===== src/sit_pkg.sv =====
// Shared types, codes and default sizes for the sorted interval table.
`timescale 1ns / 1ps

package sit_pkg;

    localparam int SIT_CAPACITY  = 256;
    localparam int SIT_TAG_WIDTH = 32;
    localparam int SIT_IN_BITS   = 112;
    localparam int SIT_OUT_BITS  = 120;

    localparam logic [2:0] MODE_ADD    = 3'd0;
    localparam logic [2:0] MODE_REMOVE = 3'd1;
    localparam logic [2:0] MODE_GET    = 3'd2;
    localparam logic [2:0] MODE_FIND   = 3'd3;
    localparam logic [2:0] MODE_SPLIT  = 3'd4;
    localparam logic [2:0] MODE_RANGE  = 3'd5;

    localparam logic [3:0] ST_OK        = 4'd0;
    localparam logic [3:0] ST_ZERO_LEN  = 4'd1;
    localparam logic [3:0] ST_WRAPS     = 4'd2;
    localparam logic [3:0] ST_OVERLAP   = 4'd3;
    localparam logic [3:0] ST_FULL      = 4'd4;
    localparam logic [3:0] ST_BAD_SLOT  = 4'd5;
    localparam logic [3:0] ST_OUTSIDE   = 4'd6;
    localparam logic [3:0] ST_GAP       = 4'd7;
    localparam logic [3:0] ST_BAD_SPLIT = 4'd8;
    localparam logic [3:0] ST_NOT_CONTIG = 4'd9;

    typedef enum logic [1:0] {
        FSM_IDLE,
        FSM_SCAN,
        FSM_DONE
    } fsm_state_t;

    typedef enum logic [1:0] {
        PS_DELAY1,
        PS_BYPASS,
        PS_DELAY2
    } push_sel_t;

endpackage


===== src/sit_cell.sv =====
// One storage cell of the interval chain: holds one entry and passes it on.
`timescale 1ns / 1ps

module sit_cell #(
    parameter int TAG_WIDTH = sit_pkg::SIT_TAG_WIDTH
) (
    input  logic                 aclk,
    input  logic                 shift_en,
    input  logic [31:0]          din_start,
    input  logic [31:0]          din_length,
    input  logic [TAG_WIDTH-1:0] din_tag,
    output logic [31:0]          start_reg,
    output logic [31:0]          length_reg,
    output logic [TAG_WIDTH-1:0] tag_reg
);

    always_ff @(posedge aclk) begin
        if (shift_en) begin
            start_reg  <= din_start;
            length_reg <= din_length;
            tag_reg    <= din_tag;
        end
    end

endmodule


===== config.mk =====
export PLATFORM = sky130hd
export DESIGN_NAME = sit_cell
export DESIGN_NICKNAME = d
export VERILOG_FILES = /design/src/sit_pkg.sv /design/src/sit_cell.sv
export SDC_FILE = /design/constraint.sdc
export NUM_CORES = 1
export LEC_CHECK = 0
export ABC_CLOCK_PERIOD_IN_PS = 800
export BUFFER_PORTS_ARGS = -buffer_cell sky130_fd_sc_hd__buf_2
export CAP_MARGIN = 20
export CORE_MARGIN = 3
export CORE_UTILIZATION = 41
export CTS_CLUSTER_DIAMETER = 30
export CTS_CLUSTER_SIZE = 40
export DETAILED_ROUTE_END_ITERATION = 8
export PLACE_DENSITY = 0.79
export SLEW_MARGIN = 20
export SYNTH_ARGS = -nofsm -noshare
export SYNTH_HDL_FRONTEND = slang
export SYNTH_SLANG_ARGS = --single-unit

===== constraint.sdc =====
create_clock -name aclk -period 0.8 [get_ports aclk]
set_input_delay 0.04 -clock aclk [delete_from_list [all_inputs] [get_ports aclk]]
set_output_delay 0.04 -clock aclk [all_outputs]
set_load 0.05 [all_outputs]

==> results of run 1 <==
==> power by group <==
group / switching, mW / internal, mW
combinational: 1.83 / 1.21
sequential: 0.233 / 5.99
clock: 1.75 / 2.09
total: 3.82 / 9.29
==> cells by family after synthesis <==
family / after synthesis / share of synthesized area, %
flip-flops: 96 / 100
==> Yosys cell counts <==
master    instances
edfxtp_1         96
==> metal layers <==
metal	vias up	track usage [%]	wire [um]
met5	-	0	0
met4	0	12.1	405
met3	31	8.35	693
met2	144	51.1	6100
met1	1110	28.2	3610
li1	1000	-	-
==> placed cells by master, fill, tap and decap left out <==
cell / instances
clkbuf_8: 9
inv_6: 1
bufinv_16: 3
dlygate4sd3_1: 96
clkinvlp_4: 1
clkbuf_1: 1
buf_2: 96
buf_4: 4
clkinv_4: 1
buf_12: 2
buf_6: 96
edfxtp_1: 96
==> final cells by class <==
cell class | instances | area share (%)
flip-flops and latches | 96 | 49.4
repair buffers | 294 | 44.4
clock buffers | 10 | 2.19
well taps | 93 | 1.99
clock inverters | 6 | 1.97
==> worst max path at each step <==
stage,start,end,slack [ns],cells after the start
detailed placement,shift_en,tag_reg[10],0.05,2
global placement,shift_en,length_reg[16],0.06,2
CTS,length_reg[28],length_reg[28],-0.20,1
finish,tag_reg[24],tag_reg[24],-0.26,1
floorplan,length_reg[0],length_reg[0],0.16,0
global route,tag_reg[24],tag_reg[24],-0.28,1
==> timing repair <==
action                                  in CTS  in global routing
endpoints found under the setup margin      96                 96
resized for setup                          192                  0
cloned                                       0                  0
hold endpoints to repair                    96                  0
pin swaps                                    0                  0
hold buffers                                96                  0
==> per-stage QoR <==
stage,power [mW],TNS (ns),cell area (um2),instances,util [%]
finish,13.1,-18.22,5830,499,88.8
global route,13.5,-21.69,5830,499,88.8
CTS,12.9,-16.46,5830,499,88.8
detailed placement,8.32,0,4030,387,61.4
global placement,8.27,0,4030,387,61.4
floorplan,7.59,0,2880,96,-
==> results.md, run 1 <==
* Post-route ant nets at 0
* Htree depth at 3
* Area of the multi-input gates at 0 um2
* Setup crit end kind: output pin
* Starting Density at 43.9%
* Crit share post-route at 132%
* Ys Warns at 0
* Power per cell area at roughly 2200 mW/mm2
* Multi-In Gates at 0
* CTS tree: yes
* Ant diodes at 0
* Core Region at 0.00657 mm2
* Register area at 0.00288 mm2
* Cell count after synthesis at 96
* Routed vias at 2,285
* Mapped Area at 0.00288 mm2
* Max VDD drop at approximately 1800 uV
* Worst Path Class, Setup: reg2out
* Synth top area share at 100%
* CTS clk-pin slew, worst paths at roughly 0.1 ns
* Routed vias/inst at 4.58
* Outcome: finished with violations
* Mean routed wirelength per cell at 21.7 um
* Register area share after synthesis at 100%
* RePlAce Congestion at 0.728
* Largest net degree at the start of global routing at 38
* RSZ-0062 raised after global routing: yes
* Global-route usage over all layers at 27.4%
* Yosys reg bits at 96
* CP cell instances: buf_6
* WP buf/inv at 1
* Post-CTS Setup Bufs at 0
* Root Driver: clkbuf_8
* CTS max path bufs at 2
* Pre-CTS WS at ~0.053 ns
* Total die area at 0.00807 mm2
* Area Overhead vs Synth at 102%
* Achievable frequency at 948 MHz
* Final Max Tran Viols at 0
* Fin nets at 499
* Failing checks: negative setup slack
* Leakage at about 2.5 nW
* Initial antenna violation count at 0
* Rel. slew slack at 86.4%
* Arr. time, crit path at 1.02 ns
* 1st-iter DRT viols at 91
* HP Start: shift_en
* CTS buffer count at 9
* CP top delay family: flip-flops
* Critical Path Source Type: register
* HPWL after DPL at 5040 um
* Vias in the first global route at 2,515
* Final WS setup at -0.255 ns
* Final hold viol count at 0
* Die X at between 80 and 90 um
* Critical path's largest stage delay at around 0.45 ns
* Net count after synthesis at 194
* Total wire length at 10,800 um
* Slowest CP cell: edfxtp_1
* Row count at 29
* TritonCTS Sinks at 96
* Synth area leaders: edfxtp_1 (100%)
* Finish-stage setup viols at 96
* Syn Area/Cell at around 30 um2
* Final Critical Period at 1.06 ns
* IO Port Bufs at between 150 and 200
* First-pass GRT wire length at around 16,000 um
* Pre-antenna DRT Iters at 4
* Worst Tran Pin Value at between 0.2 and 0.25 ns
* Hold slack final at 0.113 ns
* Max-cap violations at 0
* Die height at 89.9 um
* Hold crit path type: in2reg
* Worst hold path depth at 2
* Residual DRC count at 0
* Yosys top cell by area: edfxtp_1
* Yosys cell types at 1
* Hold Path End: start_reg[28]
* Grt ovf at 0
* Share of cells above drive strength 1 at 52.5%
* Fill count at around 260
* Critical Path Fanout Max at 1
* Worst EP required at between 0.7 and 0.8 ns
* Boundary pin count at roughly 190
Note: power is estimated with default switching activity, not from simulation.
==> inputs of run 2 (changes only) <==
- ABC_CLOCK_PERIOD_IN_PS: 800 -> 850
- CELL_PAD_IN_SITES_DETAIL_PLACEMENT: unset -> 0
- CELL_PAD_IN_SITES_GLOBAL_PLACEMENT: unset -> 1
- CORE_UTILIZATION: 41 -> 29
- GPL_TIMING_DRIVEN: unset -> 0
- PLACE_DENSITY: 0.79 -> unset
- PLACE_DENSITY_LB_ADDON: unset -> 0.1
- clock period: 0.8 -> 0.85 ns (I/O delays scaled with it)
==> run 2 against run 1 <==
The run still ends with negative setup slack left. Power down 11%. Sequential power is 6.9% lower. Hold slack worse by 0.061 ns. Die area grew 38%. Design area is 0.34% lower. Sequential share of layout area is 0.17 points higher. Worst setup slack better by 0.11 ns. Utilization fell by 27 points. Critical endpoint is now length_reg[13]. Via count decreased by 8.9%. Combinational power down 8.9%. Global-route usage fell by 14 points. Sequential cell count did not move.
==> results.md, run 2 (synthesized netlist as in run 1, its figures left out) <==
* Initial antenna violation count at 0 (unchanged)
* CTS clk-pin slew, worst paths at 0.09 ns (about the same)
* Rel. slew slack at 77.0% (-9.4 points)
* Final Critical Period at approximately 0.99 ns
* Total wire length at 7460 um (-31%)
* Met2 routed WL at 3870 um (-37%)
* Worst Path Class, Setup: reg2out
* HP Start: shift_en
* TritonCTS Sinks at 96 (unchanged)
* Die X at 106 um (+18%)
* CTS tree: yes
* Worst EP required at 0.81 ns (+0.05 ns)
* Crit share post-route at 117%
* Finish-stage setup viols at 96 (unchanged)
* Worst Setup SP: length_reg[13]
* Outcome: finished with violations
* Root Driver: clkbuf_8
* Area Overhead vs Synth at 102%
* Met3 WL at 864 um (+25%)
* Ant diodes at 0 (unchanged)
* Setup crit end kind: output pin
* Routed met1 length at 2630 um (-27%)
* Commonest non-fill, non-tap cell in the layout: buf_6
* CTS max path bufs at 2 (unchanged)
* Share of cells above drive strength 1 at 51.6% (-0.84 points)
* Achievable frequency at a little over 1000 MHz
* Routed vias at 2,081 (-8.9%)
* Final hold viol count at 0 (unchanged)
* Arr. time, crit path at 0.95 ns (-0.07 ns)
* Most frequent cells in the layout: buf_6 (97), dlygate4sd3_1 (96), buf_2 (96), edfxtp_1 (96), clkbuf_8 (9)
* Failing checks: negative setup slack
* Core Region at 0.00946 mm2 (+44%)
* First-pass GRT wire length at 11,800 um (-26%)
* Final Max Tran Viols at 0 (unchanged)
* Worst Tran Pin Value at 0.346 ns (+0.141 ns)
* WP buf/inv at 1 (unchanged)
* RePlAce Congestion at 0.644 (-12%)
* Area of the multi-input gates at 0 um2 (unchanged)
* Top Layer Used: met4
* Pre-antenna DRT Iters at 4 (unchanged)
* Boundary pin count at 194 (unchanged)
* Finished Layout Cells at 530 (+6.2%)
* Total die area at 0.0112 mm2 (+38%)
* CP cell instances: buf_6
* Residual DRC count at 0 (unchanged)
* Fin nets at 495 (-0.80%)
* Final WS setup at -0.143 ns (+0.112 ns)
* Global-route usage over all layers at 13.7% (-14 points)
* Fill count at 709 (+170%)
* Max VDD drop at 907 uV (-50%)
* Vias in the first global route at 2,298 (-8.6%)
* Power per cell area at 2010 mW/mm2 (-11%)
* Leakage at 2.42 nW (-1.3%)
* Critical Path Fanout Max at 1 (unchanged)
* Multi-In Gates at 0 (unchanged)
* Largest net degree at the start of global routing at 73 (+92%)
* Routed vias/inst at 3.93 (-14%)
* 1st-iter DRT viols at 52 (-43%)
* CTS buffer count at 9 (unchanged)
* Grt ovf at 0 (unchanged)
* Mean routed wirelength per cell at 14.1 um (-35%)
* Post-route ant nets at 0 (unchanged)
* Starting Density at 30.5% (-13 points)
* RSZ-0062 raised after global routing: yes
* Critical Path Source Type: register
* Final Power at 11.7 mW (-11%)
* Hold crit path type: in2reg
* CP top delay family: flip-flops
* Htree depth at 3 (unchanged)
* Critical path's largest stage delay at 0.43 ns (-0.02 ns)
* Max-cap violations at 0 (unchanged)
* Row count at 35 (+21%)
* Die height at 106 um (+18%)
* Hold slack final at 0.0528 ns (-0.0606 ns)
* Slowest CP cell: edfxtp_1
* IO Port Bufs at 193 (unchanged)
* Dpl cells at 419 (+8.3%)
## run 2: cell types whose count changed in the layout (fill, tap and decap cells not counted), sizes merged
cell,delta
buf,-4
clkinv,+3
bufinv,-1
clkbuf,-1
clkinvlp,-1
inv,-1
## run 2: layout make-up
type,count,area [um2],area share (%)
sequential,96,2880,49.6
clock buffer,9,124,2.13
timing repair buffer,290,2560,44.0
clock inverter,6,85.1,1.46
tap,129,161,2.78
## run 2: through the flow
step                cell area (um2)  setup WS, ns  utilization [%]  TNS (ns)
global route                   5810        -0.199             61.5    -13.88
CTS                            5810        -0.148             61.5    -11.52
global placement               4010         -1.19             42.4   -113.65
detailed placement             4040        -0.162             42.8    -11.42
floorplan                      2880         0.207                -         0
finish                         5810        -0.143             61.5     -8.94
## run 2: routing by layer
layer / vias to the layer above / global-route usage [%]
li1: 992 / -
met1: 966 / 14.5
met2: 115 / 23.7
met3: 8 / 6.74
met4: 0 / 4.72
met5: - / 0
## run 2: repair_timing
item,4_1_cts,5_1_grt
endpoints found under the hold margin,96,0
gates resized for setup,192,0
endpoints found under the setup margin,96,96
hold buffers,96,0
pin swaps,0,0
setup buffers,0,0
## run 2: worst paths after layout
check	to	slack (ns)	depth (start not counted)
worst max-delay path	length_reg[13]	-0.14	1
worst min-delay path	length_reg[15]	0.05	1
## run 2: power by group
part	total (mW)	leakage, nW	switching (mW)	internal (mW)
clock	3.11	0.104	1.48	1.63
combinational	2.77	1.38	1.65	1.12
sequential	5.79	0.940	0.165	5.63
