==> src/sit_pkg.sv <==
// Shared types, codes and default sizes for the sorted interval table.
`timescale 1ns / 1ps

package sit_pkg;

    localparam int SIT_CAPACITY  = 256;
    localparam int SIT_TAG_WIDTH = 32;
    localparam int SIT_IN_BITS   = 112;
    localparam int SIT_OUT_BITS  = 120;

    localparam logic [2:0] MODE_ADD    = 3'd0;
    localparam logic [2:0] MODE_REMOVE = 3'd1;
    localparam logic [2:0] MODE_GET    = 3'd2;
    localparam logic [2:0] MODE_FIND   = 3'd3;
    localparam logic [2:0] MODE_SPLIT  = 3'd4;
    localparam logic [2:0] MODE_RANGE  = 3'd5;

    localparam logic [3:0] ST_OK        = 4'd0;
    localparam logic [3:0] ST_ZERO_LEN  = 4'd1;
    localparam logic [3:0] ST_WRAPS     = 4'd2;
    localparam logic [3:0] ST_OVERLAP   = 4'd3;
    localparam logic [3:0] ST_FULL      = 4'd4;
    localparam logic [3:0] ST_BAD_SLOT  = 4'd5;
    localparam logic [3:0] ST_OUTSIDE   = 4'd6;
    localparam logic [3:0] ST_GAP       = 4'd7;
    localparam logic [3:0] ST_BAD_SPLIT = 4'd8;
    localparam logic [3:0] ST_NOT_CONTIG = 4'd9;

    typedef enum logic [1:0] {
        FSM_IDLE,
        FSM_SCAN,
        FSM_DONE
    } fsm_state_t;

    typedef enum logic [1:0] {
        PS_DELAY1,
        PS_BYPASS,
        PS_DELAY2
    } push_sel_t;

endpackage

==> src/sit_ctrl.sv <==
// Request controller: scans the rotating chain, edits it in flight and builds replies.
`timescale 1ns / 1ps

module sit_ctrl #(
    parameter int CAPACITY  = sit_pkg::SIT_CAPACITY,
    parameter int TAG_WIDTH = sit_pkg::SIT_TAG_WIDTH
) (
    input  logic                          aclk,
    input  logic                          aresetn,
    input  logic                          s_tvalid,
    output logic                          s_tready,
    input  logic [sit_pkg::SIT_IN_BITS-1:0]  s_tdata,
    output logic                          m_tvalid,
    input  logic                          m_tready,
    output logic [sit_pkg::SIT_OUT_BITS-1:0] m_tdata,
    output logic                          shift_en,
    output logic [31:0]                   push_start,
    output logic [31:0]                   push_length,
    output logic [TAG_WIDTH-1:0]          push_tag,
    input  logic [31:0]                   tail_start,
    input  logic [31:0]                   tail_length,
    input  logic [TAG_WIDTH-1:0]          tail_tag
);

    localparam int SW = $clog2(CAPACITY + 1);
    localparam int IW = (SW > 8) ? SW : 8;
    localparam logic [SW-1:0] CAP_W = SW'(CAPACITY);

    sit_pkg::fsm_state_t state_reg, state_next;
    sit_pkg::push_sel_t  psel_reg, psel_next;

    logic [2:0]           mode_reg, mode_next;
    logic [31:0]          off_reg, off_next;
    logic [31:0]          len_reg, len_next;
    logic [7:0]           slot_reg, slot_next;
    logic [32:0]          end_reg, end_next;
    logic [32:0]          lastpt_reg, lastpt_next;
    logic [SW-1:0]        step_reg, step_next;
    logic [SW-1:0]        count_reg, count_next;
    logic [3:0]           st_reg, st_next;
    logic                 found_reg, found_next;
    logic                 ins_arm_reg, ins_arm_next;
    logic [SW-1:0]        ins_step_reg, ins_step_next;
    logic [31:0]          new_start_reg, new_start_next;
    logic [31:0]          new_len_reg, new_len_next;
    logic [TAG_WIDTH-1:0] new_tag_reg, new_tag_next;
    logic [31:0]          b_start_reg, b_start_next;
    logic [31:0]          b_len_reg, b_len_next;
    logic [TAG_WIDTH-1:0] b_tag_reg, b_tag_next;
    logic [31:0]          b2_start_reg, b2_start_next;
    logic [31:0]          b2_len_reg, b2_len_next;
    logic [TAG_WIDTH-1:0] b2_tag_reg, b2_tag_next;
    logic [31:0]          hit_start_reg, hit_start_next;
    logic [31:0]          hit_len_reg, hit_len_next;
    logic [TAG_WIDTH-1:0] hit_tag_reg, hit_tag_next;
    logic [IW-1:0]        hit_idx_reg, hit_idx_next;
    logic                 pa_valid_reg, pa_valid_next;
    logic [32:0]          pa_end_reg, pa_end_next;
    logic                 pb_valid_reg, pb_valid_next;
    logic [32:0]          pb_end_reg, pb_end_next;
    logic [32:0]          last_end_reg, last_end_next;
    logic                 brk_reg, brk_next;
    logic                 m_tvalid_reg, m_tvalid_next;
    logic [sit_pkg::SIT_OUT_BITS-1:0] m_tdata_reg, m_tdata_next;

    logic        out_load;
    logic [32:0] t_end, b_end;
    logic        held, do_ins, slot_hit, full;
    logic [3:0]  look_a, look_b, fin_st;
    logic        fin_entry;
    logic [31:0] in_off, in_len;

    assign in_off = s_tdata[34:3];
    assign in_len = s_tdata[66:35];
    assign t_end    = {1'b0, tail_start} + {1'b0, tail_length};
    assign b_end    = {1'b0, b_start_reg} + {1'b0, b_len_reg};
    assign held     = step_reg < count_reg;
    assign do_ins   = ins_arm_reg && (step_reg == ins_step_reg);
    assign slot_hit = IW'(step_reg) == IW'(slot_reg);
    assign full     = count_reg >= CAP_W;

    always_comb begin
        state_next = state_reg;
        unique case (state_reg)
            sit_pkg::FSM_IDLE: if (s_tvalid) state_next = sit_pkg::FSM_SCAN;
            sit_pkg::FSM_SCAN: if (step_reg == CAP_W) state_next = sit_pkg::FSM_DONE;
            sit_pkg::FSM_DONE: if (out_load) state_next = sit_pkg::FSM_IDLE;
            default:           state_next = sit_pkg::FSM_IDLE;
        endcase
    end

    always_comb begin
        s_tready = state_reg == sit_pkg::FSM_IDLE;
        shift_en = state_reg == sit_pkg::FSM_SCAN;
        out_load = (state_reg == sit_pkg::FSM_DONE) && (!m_tvalid_reg || m_tready);
    end

    always_comb begin
        if (!pa_valid_reg || ({1'b0, off_reg} > last_end_reg)) begin
            look_a = sit_pkg::ST_OUTSIDE;
        end else if ({1'b0, off_reg} < pa_end_reg) begin
            look_a = sit_pkg::ST_OK;
        end else begin
            look_a = sit_pkg::ST_GAP;
        end
        if (!pb_valid_reg || (lastpt_reg > last_end_reg)) begin
            look_b = sit_pkg::ST_OUTSIDE;
        end else if (lastpt_reg < pb_end_reg) begin
            look_b = sit_pkg::ST_OK;
        end else begin
            look_b = sit_pkg::ST_GAP;
        end
        fin_st = st_reg;
        if (mode_reg == sit_pkg::MODE_FIND) begin
            fin_st = look_a;
        end else if (mode_reg == sit_pkg::MODE_RANGE && st_reg == sit_pkg::ST_OK) begin
            if (look_a != sit_pkg::ST_OK) begin
                fin_st = look_a;
            end else if (look_b != sit_pkg::ST_OK) begin
                fin_st = look_b;
            end else if (brk_reg) begin
                fin_st = sit_pkg::ST_NOT_CONTIG;
            end
        end
        fin_entry = (fin_st == sit_pkg::ST_OK) && (mode_reg <= sit_pkg::MODE_RANGE);
    end

    always_comb begin
        psel_next      = psel_reg;
        mode_next      = mode_reg;
        off_next       = off_reg;
        len_next       = len_reg;
        slot_next      = slot_reg;
        end_next       = end_reg;
        lastpt_next    = lastpt_reg;
        step_next      = step_reg;
        count_next     = count_reg;
        st_next        = st_reg;
        found_next     = found_reg;
        ins_arm_next   = ins_arm_reg;
        ins_step_next  = ins_step_reg;
        new_start_next = new_start_reg;
        new_len_next   = new_len_reg;
        new_tag_next   = new_tag_reg;
        b_start_next   = b_start_reg;
        b_len_next     = b_len_reg;
        b_tag_next     = b_tag_reg;
        b2_start_next  = b2_start_reg;
        b2_len_next    = b2_len_reg;
        b2_tag_next    = b2_tag_reg;
        hit_start_next = hit_start_reg;
        hit_len_next   = hit_len_reg;
        hit_tag_next   = hit_tag_reg;
        hit_idx_next   = hit_idx_reg;
        pa_valid_next  = pa_valid_reg;
        pa_end_next    = pa_end_reg;
        pb_valid_next  = pb_valid_reg;
        pb_end_next    = pb_end_reg;
        last_end_next  = last_end_reg;
        brk_next       = brk_reg;
        m_tvalid_next  = m_tvalid_reg && !m_tready;
        m_tdata_next   = m_tdata_reg;
        push_start     = b_start_reg;
        push_length    = b_len_reg;
        push_tag       = b_tag_reg;

        unique case (state_reg)
            sit_pkg::FSM_IDLE: begin
                if (s_tvalid) begin
                    mode_next      = s_tdata[2:0];
                    off_next       = in_off;
                    len_next       = in_len;
                    slot_next      = s_tdata[74:67];
                    new_start_next = in_off;
                    new_len_next   = in_len;
                    new_tag_next   = TAG_WIDTH'(s_tdata[106:75]);
                    end_next       = {1'b0, in_off} + {1'b0, in_len};
                    lastpt_next    = {1'b0, in_off} + {1'b0, in_len}
                                     - ((in_len == 32'd0) ? 33'd0 : 33'd1);
                    step_next      = '0;
                    psel_next      = sit_pkg::PS_DELAY1;
                    found_next     = 1'b0;
                    ins_arm_next   = 1'b0;
                    pa_valid_next  = 1'b0;
                    pb_valid_next  = 1'b0;
                    brk_next       = 1'b0;
                    st_next        = sit_pkg::ST_OK;
                    unique case (s_tdata[2:0])
                        sit_pkg::MODE_ADD: begin
                            if (in_len == 32'd0) begin
                                st_next = sit_pkg::ST_ZERO_LEN;
                            end else if (end_next[32]) begin
                                st_next = sit_pkg::ST_WRAPS;
                            end
                        end
                        sit_pkg::MODE_REMOVE, sit_pkg::MODE_GET, sit_pkg::MODE_SPLIT: begin
                            if (IW'(s_tdata[74:67]) >= IW'(count_reg)) begin
                                st_next = sit_pkg::ST_BAD_SLOT;
                            end
                        end
                        sit_pkg::MODE_RANGE: begin
                            if (lastpt_next[32]) st_next = sit_pkg::ST_OUTSIDE;
                        end
                        default: st_next = sit_pkg::ST_OK;
                    endcase
                end
            end

            sit_pkg::FSM_SCAN: begin
                step_next = step_reg + SW'(1);
                if (do_ins) begin
                    push_start    = new_start_reg;
                    push_length   = new_len_reg;
                    push_tag      = new_tag_reg;
                    b2_start_next = b_start_reg;
                    b2_len_next   = b_len_reg;
                    b2_tag_next   = b_tag_reg;
                    b_start_next  = tail_start;
                    b_len_next    = tail_length;
                    b_tag_next    = tail_tag;
                    psel_next     = sit_pkg::PS_DELAY2;
                    ins_arm_next  = 1'b0;
                end else begin
                    unique case (psel_reg)
                        sit_pkg::PS_BYPASS: begin
                            push_start  = tail_start;
                            push_length = tail_length;
                            push_tag    = tail_tag;
                        end
                        sit_pkg::PS_DELAY2: begin
                            push_start    = b2_start_reg;
                            push_length   = b2_len_reg;
                            push_tag      = b2_tag_reg;
                            b2_start_next = b_start_reg;
                            b2_len_next   = b_len_reg;
                            b2_tag_next   = b_tag_reg;
                            b_start_next  = tail_start;
                            b_len_next    = tail_length;
                            b_tag_next    = tail_tag;
                        end
                        default: begin
                            b_start_next = tail_start;
                            b_len_next   = tail_length;
                            b_tag_next   = tail_tag;
                        end
                    endcase
                end

                unique case (mode_reg)
                    sit_pkg::MODE_ADD: begin
                        if (!found_reg && (!held || tail_start > off_reg)) begin
                            found_next = 1'b1;
                            if (st_reg == sit_pkg::ST_OK) begin
                                if ((step_reg != '0 && {1'b0, off_reg} < b_end) ||
                                    (held && end_reg > {1'b0, tail_start})) begin
                                    st_next = sit_pkg::ST_OVERLAP;
                                end else if (full) begin
                                    st_next = sit_pkg::ST_FULL;
                                end else begin
                                    ins_arm_next   = 1'b1;
                                    ins_step_next  = step_reg + SW'(1);
                                    hit_start_next = off_reg;
                                    hit_len_next   = len_reg;
                                    hit_tag_next   = new_tag_reg;
                                    hit_idx_next   = IW'(step_reg);
                                end
                            end
                        end
                    end
                    sit_pkg::MODE_REMOVE, sit_pkg::MODE_GET: begin
                        if (st_reg == sit_pkg::ST_OK && slot_hit) begin
                            hit_start_next = tail_start;
                            hit_len_next   = tail_length;
                            hit_tag_next   = tail_tag;
                            hit_idx_next   = IW'(slot_reg);
                            if (mode_reg == sit_pkg::MODE_REMOVE) begin
                                psel_next = sit_pkg::PS_BYPASS;
                            end
                        end
                    end
                    sit_pkg::MODE_SPLIT: begin
                        if (st_reg == sit_pkg::ST_OK && slot_hit) begin
                            if (!(off_reg > tail_start && {1'b0, off_reg} < t_end)) begin
                                st_next = sit_pkg::ST_BAD_SPLIT;
                            end else if (full) begin
                                st_next = sit_pkg::ST_FULL;
                            end else begin
                                b_len_next     = off_reg - tail_start;
                                new_start_next = off_reg;
                                new_len_next   = 32'(t_end - {1'b0, off_reg});
                                new_tag_next   = tail_tag;
                                hit_start_next = off_reg;
                                hit_len_next   = 32'(t_end - {1'b0, off_reg});
                                hit_tag_next   = tail_tag;
                                hit_idx_next   = IW'(slot_reg) + IW'(1);
                                ins_arm_next   = 1'b1;
                                ins_step_next  = step_reg + SW'(2);
                            end
                        end
                    end
                    sit_pkg::MODE_FIND, sit_pkg::MODE_RANGE: begin
                        if (held && tail_start <= off_reg) begin
                            pa_valid_next  = 1'b1;
                            pa_end_next    = t_end;
                            hit_start_next = tail_start;
                            hit_len_next   = tail_length;
                            hit_tag_next   = tail_tag;
                            hit_idx_next   = IW'(step_reg);
                        end
                        if (held && {1'b0, tail_start} <= lastpt_reg) begin
                            pb_valid_next = 1'b1;
                            pb_end_next   = t_end;
                        end
                        if (held && (step_reg + SW'(1)) == count_reg) begin
                            last_end_next = t_end;
                        end
                        if (step_reg != '0 && held && tail_start > off_reg &&
                            {1'b0, tail_start} <= lastpt_reg &&
                            b_end != {1'b0, tail_start}) begin
                            brk_next = 1'b1;
                        end
                    end
                    default: st_next = st_reg;
                endcase
            end

            sit_pkg::FSM_DONE: begin
                if (out_load) begin
                    m_tvalid_next = 1'b1;
                    if (fin_st == sit_pkg::ST_OK) begin
                        if (mode_reg == sit_pkg::MODE_ADD || mode_reg == sit_pkg::MODE_SPLIT) begin
                            count_next = count_reg + SW'(1);
                        end else if (mode_reg == sit_pkg::MODE_REMOVE) begin
                            count_next = count_reg - SW'(1);
                        end
                    end
                    m_tdata_next = {3'b000,
                                    9'(count_next),
                                    fin_entry ? 32'(hit_tag_reg) : 32'd0,
                                    fin_entry ? hit_len_reg : 32'd0,
                                    fin_entry ? hit_start_reg : 32'd0,
                                    fin_entry ? 8'(hit_idx_reg) : 8'd0,
                                    fin_st};
                end
            end

            default: step_next = step_reg;
        endcase
    end

    always_ff @(posedge aclk) begin
        if (!aresetn) begin
            state_reg    <= sit_pkg::FSM_IDLE;
            psel_reg     <= sit_pkg::PS_DELAY1;
            count_reg    <= '0;
            step_reg     <= '0;
            ins_arm_reg  <= 1'b0;
            m_tvalid_reg <= 1'b0;
        end else begin
            state_reg    <= state_next;
            psel_reg     <= psel_next;
            count_reg    <= count_next;
            step_reg     <= step_next;
            ins_arm_reg  <= ins_arm_next;
            m_tvalid_reg <= m_tvalid_next;
        end
    end

    always_ff @(posedge aclk) begin
        mode_reg      <= mode_next;
        off_reg       <= off_next;
        len_reg       <= len_next;
        slot_reg      <= slot_next;
        end_reg       <= end_next;
        lastpt_reg    <= lastpt_next;
        st_reg        <= st_next;
        found_reg     <= found_next;
        ins_step_reg  <= ins_step_next;
        new_start_reg <= new_start_next;
        new_len_reg   <= new_len_next;
        new_tag_reg   <= new_tag_next;
        b_start_reg   <= b_start_next;
        b_len_reg     <= b_len_next;
        b_tag_reg     <= b_tag_next;
        b2_start_reg  <= b2_start_next;
        b2_len_reg    <= b2_len_next;
        b2_tag_reg    <= b2_tag_next;
        hit_start_reg <= hit_start_next;
        hit_len_reg   <= hit_len_next;
        hit_tag_reg   <= hit_tag_next;
        hit_idx_reg   <= hit_idx_next;
        pa_valid_reg  <= pa_valid_next;
        pa_end_reg    <= pa_end_next;
        pb_valid_reg  <= pb_valid_next;
        pb_end_reg    <= pb_end_next;
        last_end_reg  <= last_end_next;
        brk_reg       <= brk_next;
        m_tdata_reg   <= m_tdata_next;
    end

    assign m_tvalid = m_tvalid_reg;
    assign m_tdata  = m_tdata_reg;

    a_count_bound: assert property (@(posedge aclk) disable iff (!aresetn)
        count_reg <= CAP_W)
        else $error("entry count exceeds capacity");

    a_bypass_only_remove: assert property (@(posedge aclk) disable iff (!aresetn)
        (state_reg == sit_pkg::FSM_SCAN && psel_reg == sit_pkg::PS_BYPASS)
        |-> mode_reg == sit_pkg::MODE_REMOVE)
        else $error("chain closed up outside a remove");

    a_delay2_only_insert: assert property (@(posedge aclk) disable iff (!aresetn)
        (state_reg == sit_pkg::FSM_SCAN && psel_reg == sit_pkg::PS_DELAY2)
        |-> (mode_reg == sit_pkg::MODE_ADD || mode_reg == sit_pkg::MODE_SPLIT))
        else $error("chain opened up outside an add or split");

    a_count_only_at_reply: assert property (@(posedge aclk) disable iff (!aresetn)
        (state_reg != sit_pkg::FSM_DONE) |=> $stable(count_reg))
        else $error("entry count changed away from reply");

endmodule

==> config.mk <==
export PLATFORM = sky130hd
export DESIGN_NAME = sit_ctrl
export DESIGN_NICKNAME = d
export VERILOG_FILES = /design/src/sit_pkg.sv /design/src/sit_ctrl.sv
export SDC_FILE = /design/constraint.sdc
export NUM_CORES = 2
export LEC_CHECK = 0
export ABC_AREA = 1
export BUFFER_PORTS_ARGS = -buffer_cell sky130_fd_sc_hd__buf_2
export CORE_UTILIZATION = 57
export CTS_BUF_LIST = sky130_fd_sc_hd__clkbuf_2 sky130_fd_sc_hd__clkbuf_4 sky130_fd_sc_hd__clkbuf_8
export DETAILED_ROUTE_END_ITERATION = 16
export GPL_TIMING_DRIVEN = 0
export PLACE_DENSITY_LB_ADDON = 0.2
export RECOVER_POWER = 25
export SETUP_SLACK_MARGIN = 0.15
export SLEW_MARGIN = 20
export SYNTH_ARGS = -nofsm -noshare
export SYNTH_HDL_FRONTEND = slang
export SYNTH_SLANG_ARGS = --single-unit
export TNS_END_PERCENT = 10
==> constraint.sdc <==
create_clock -name aclk -period 12.4 [get_ports aclk]
set_input_delay 0.62 -clock aclk [delete_from_list [all_inputs] [get_ports aclk]]
set_output_delay 0.62 -clock aclk [all_outputs]
set_load 0.01 [all_outputs]
==> results.yml <==
logic_synthesis:
  synth_top_area_share: 0.447
  yosys.area_share.adder: 0.109
  synthTopCellsByArea: "edfxtp_1 (45%), ha_1 (11%), nand2_1 (8.2%)"
  avgSynthCellArea_um2: 8.99
  synth_warnings: 0
  synthArstFlopShare: 0
  synth_xor_area_frac: 0.0398
  ys_types: 73
  syn-cell-area_um2: 51500
  synth_top_family_by_area: "simple AND/OR/NAND/NOR gates"
  synth.area.mux_share: 0.0230
  synth_compound_area_frac: 0.127
  yosys.area.top_type: "edfxtp_1"
  syn-instance-count: 5733
  synth-simple-area-share: 0.173
  synth-seq-cells: 790
  synth_seq_area_share: 0.456
  synthFlopType: "edfxtp_1"
  synth_edf_count: 766
grt:
  grt_overflow_total: 0
  grt_max_degree: 74
  grt_pass1_vias: 44800
  grt_use_total: 0.448
  antenna_found_initial: 15
  grt_pass1_wl_mm: 291
worst_setup_path:
  r2r-end: "hit_start_reg[3]"
  crit_slowest_cell: "xor2_1"
  required_ns: 12.93
  cp_common_cell: "nand2_1"
  worstPathArrival_ns: 7.83
  rrSetupSlack_ns: 6.32
  crit_path_end_kind: "flop"
  worst-r2r-cell-count: 23
  path_max_fanout: 20
  cp-start-kind: "input port"
  critPathKind: "input port to flop"
  critPathMaxStageDelay_ns: 0.70
  reg2reg_from: "b_len_reg[2]"
timing:
  finalSetupViolations: 0
  rsz0062_at_grt: "false"
  drv_slew: 79
  min_period_over_period: 0.589
  period_minus_slack_ns: 7.30
  tightest_slew_ns: 2.46
  hold_violations: 0
  skew_ns: 0.0606
  max_slew_margin: -0.642
  fmax_ghz: 0.137
  fin_tns_setup_ns: 0
route:
  via_count: 47200
  viasPerCell: 6.16
  routed_wl_mm: 208
  drt_iter0_drc: 7003
  ant_nets: 0
  first_pass_iters: 7
  route.detailed.drc: 0
  avgRoutedWirePerCell_um: 27.2
finish:
  area_growth_syn_to_layout_pct: 13.8
  finish.utilization: 0.659
  nets: 7047
  fillerInstances: 7405
  largest_register_ffs: 117
  mostFrequentLayoutCell: "nand2_1"
  multi_input_area_um2: 24400
  regArea_um2: 23500
  drive_above_1_share: 0.101
  mostFrequentLayoutCells: "nand2_1 (1120), edfxtp_1 (766), inv_1 (765)"
pwr:
  p_int_mw: 4.94
  ir_worst_vdd_uv: 120
  leakage_nw: 25.4
  p_switching_mw: 2.66
  comb_power_share: 0.260
  seqPwrFrac: 0.423
  total_power_mw: 7.60
  p_sw_frac: 0.350
  powerDensity_nw_per_um2: 130
  clkPwrFrac: 0.317
worst_hold_path:
  min_to: "m_tvalid"
  holdPathStages: 2
  min-delay-start: "aresetn"
  hp-class: "input port to flop"
clocking:
  cts_made_buffers: 138
  clk_pin_slew_ns: 0.06
  cts_max_level: 4
  clk_path_buf_depth: 3
  insertion_delay_ns: 0.87
  cts.sinks: 790
  root_buffer: "clkbuf_8"
  cts_resized: 0
  cts_tree: "yes"
run_status:
  status: "finished, violations left"
  violations: "capacitance limit, slew limit"
floorplanning:
  boundaryPins: 431
  start_util: 0.579
  die_w_um: 303
  die-area_um2: 91600
  dieHeight_um: 303
  num_rows: 109
  fp.coreArea_um2: 88900
placement:
  dpl.hpwl_mm: 168
  portBuffers: 422
  gp_congestion: 1.10
run:
  maxCapViolCount: 2
==> area by class of cell <==
type / count / share of cell area
tap: 1165 / 0.0249
antenna: 11 / 0.000469
clock inverter: 61 / 0.00681
clock buffer: 180 / 0.0381
sequential: 790 / 0.400
buffer: 177 / 0.0137
inverter: 781 / 0.0501
timing repair buffer: 514 / 0.0498
multi-input combinational: 3987 / 0.416
==> per-stage QoR <==
step	instances	hold slack, ns	setup WS [ns]	area [um2]
3_3_place_gp	7322	0.456	-6.55	55100
5_1_grt	7663	0.0711	5.01	58600
6_report	7666	0.0661	5.10	58600
2_1_floorplan	5735	0.445	0.787	51500
3_5_place_dp	7366	0.472	4.91	55900
4_1_cts	7655	0.00172	5.74	59000
==> power by group through the flow <==
stage / clock [mW] / sequential (mW) / combinational (mW)
2_1_floorplan: 0 / 3.23 / 1.15
3_3_place_gp: 0 / 3.28 / 1.83
3_5_place_dp: 0 / 3.26 / 1.88
4_1_cts: 2.38 / 3.21 / 1.90
5_1_grt: 2.50 / 3.22 / 2.10
6_report: 2.41 / 3.22 / 1.97
==> synth_stat cells, drive strengths merged, types with 7 or more instances <==
cell / count
o21ai: 490
o221ai: 25
nand3b: 7
nor3: 45
nand3: 169
nor2: 492
nand4: 136
dfxtp: 24
clkbuf: 136
o211ai: 45
a31oi: 10
o21a: 16
buf: 41
edfxtp: 766
ha: 441
mux2: 65
a21o: 25
nand2: 1127
nor4: 20
o21bai: 18
xnor2: 63
xor2: 153
inv: 775
a21boi: 16
a21oi: 510
or2: 10
mux2i: 45
==> critical path, delay by kind of cell <==
| family | cells | cell delay (ns) |
|---|---|---|
| AOI/OAI and AO/OA | 5 | 1.66 |
| adders and majority gates | 3 | 1.05 |
| and+or+nand+nor | 15 | 2.03 |
| buffers and inverters | 6 | 1.70 |
| xor gates and xnor gates | 1 | 0.70 |
==> routing by layer <==
layer,up-vias,track usage,part of all wire
met5,-,0,0.000058
met2,3364,0.692,0.44
met4,2,0.291,0.075
met1,22200,0.562,0.36
met3,655,0.108,0.13
li1,21000,-,-
==> cells by family (layout without fill, tap and decap cells) <==
kind of cell             after synthesis  after routing
buffers and inverters                958           1713
AND/OR/NAND/NOR                     2019           2019
AO/OA/AOI/OAI                       1189           1189
adder cells (fa/ha/maj)              446            446
multiplexers                         110            110
XOR/XNOR                             220            220
flip-flops                           790            790
other                                  1             14
==> timing repair <==
| action | in CTS | in global routing |
|---|---|---|
| endpoints found under the hold margin | 48 | 0 |
| setup endpoints to repair | 0 | 0 |
| hold buffers | 48 | 0 |
| setup buffers | 0 | 0 |
==> worst max path at each step <==
stage          depth (start not counted)  slack, ns                end          start
4_1_cts                               30       5.74    new_tag_reg[22]  tail_start[0]
3_5_place_dp                          30       4.91    new_tag_reg[28]  tail_start[0]
2_1_floorplan                         28       0.79     new_len_reg[0]  tail_start[0]
5_1_grt                               30       5.01    new_tag_reg[22]  tail_start[0]
3_3_place_gp                          27      -6.55  new_start_reg[10]  tail_start[0]
6_report                              30       5.10    new_tag_reg[27]  tail_start[0]
Note: power is estimated with default switching activity, not from simulation.
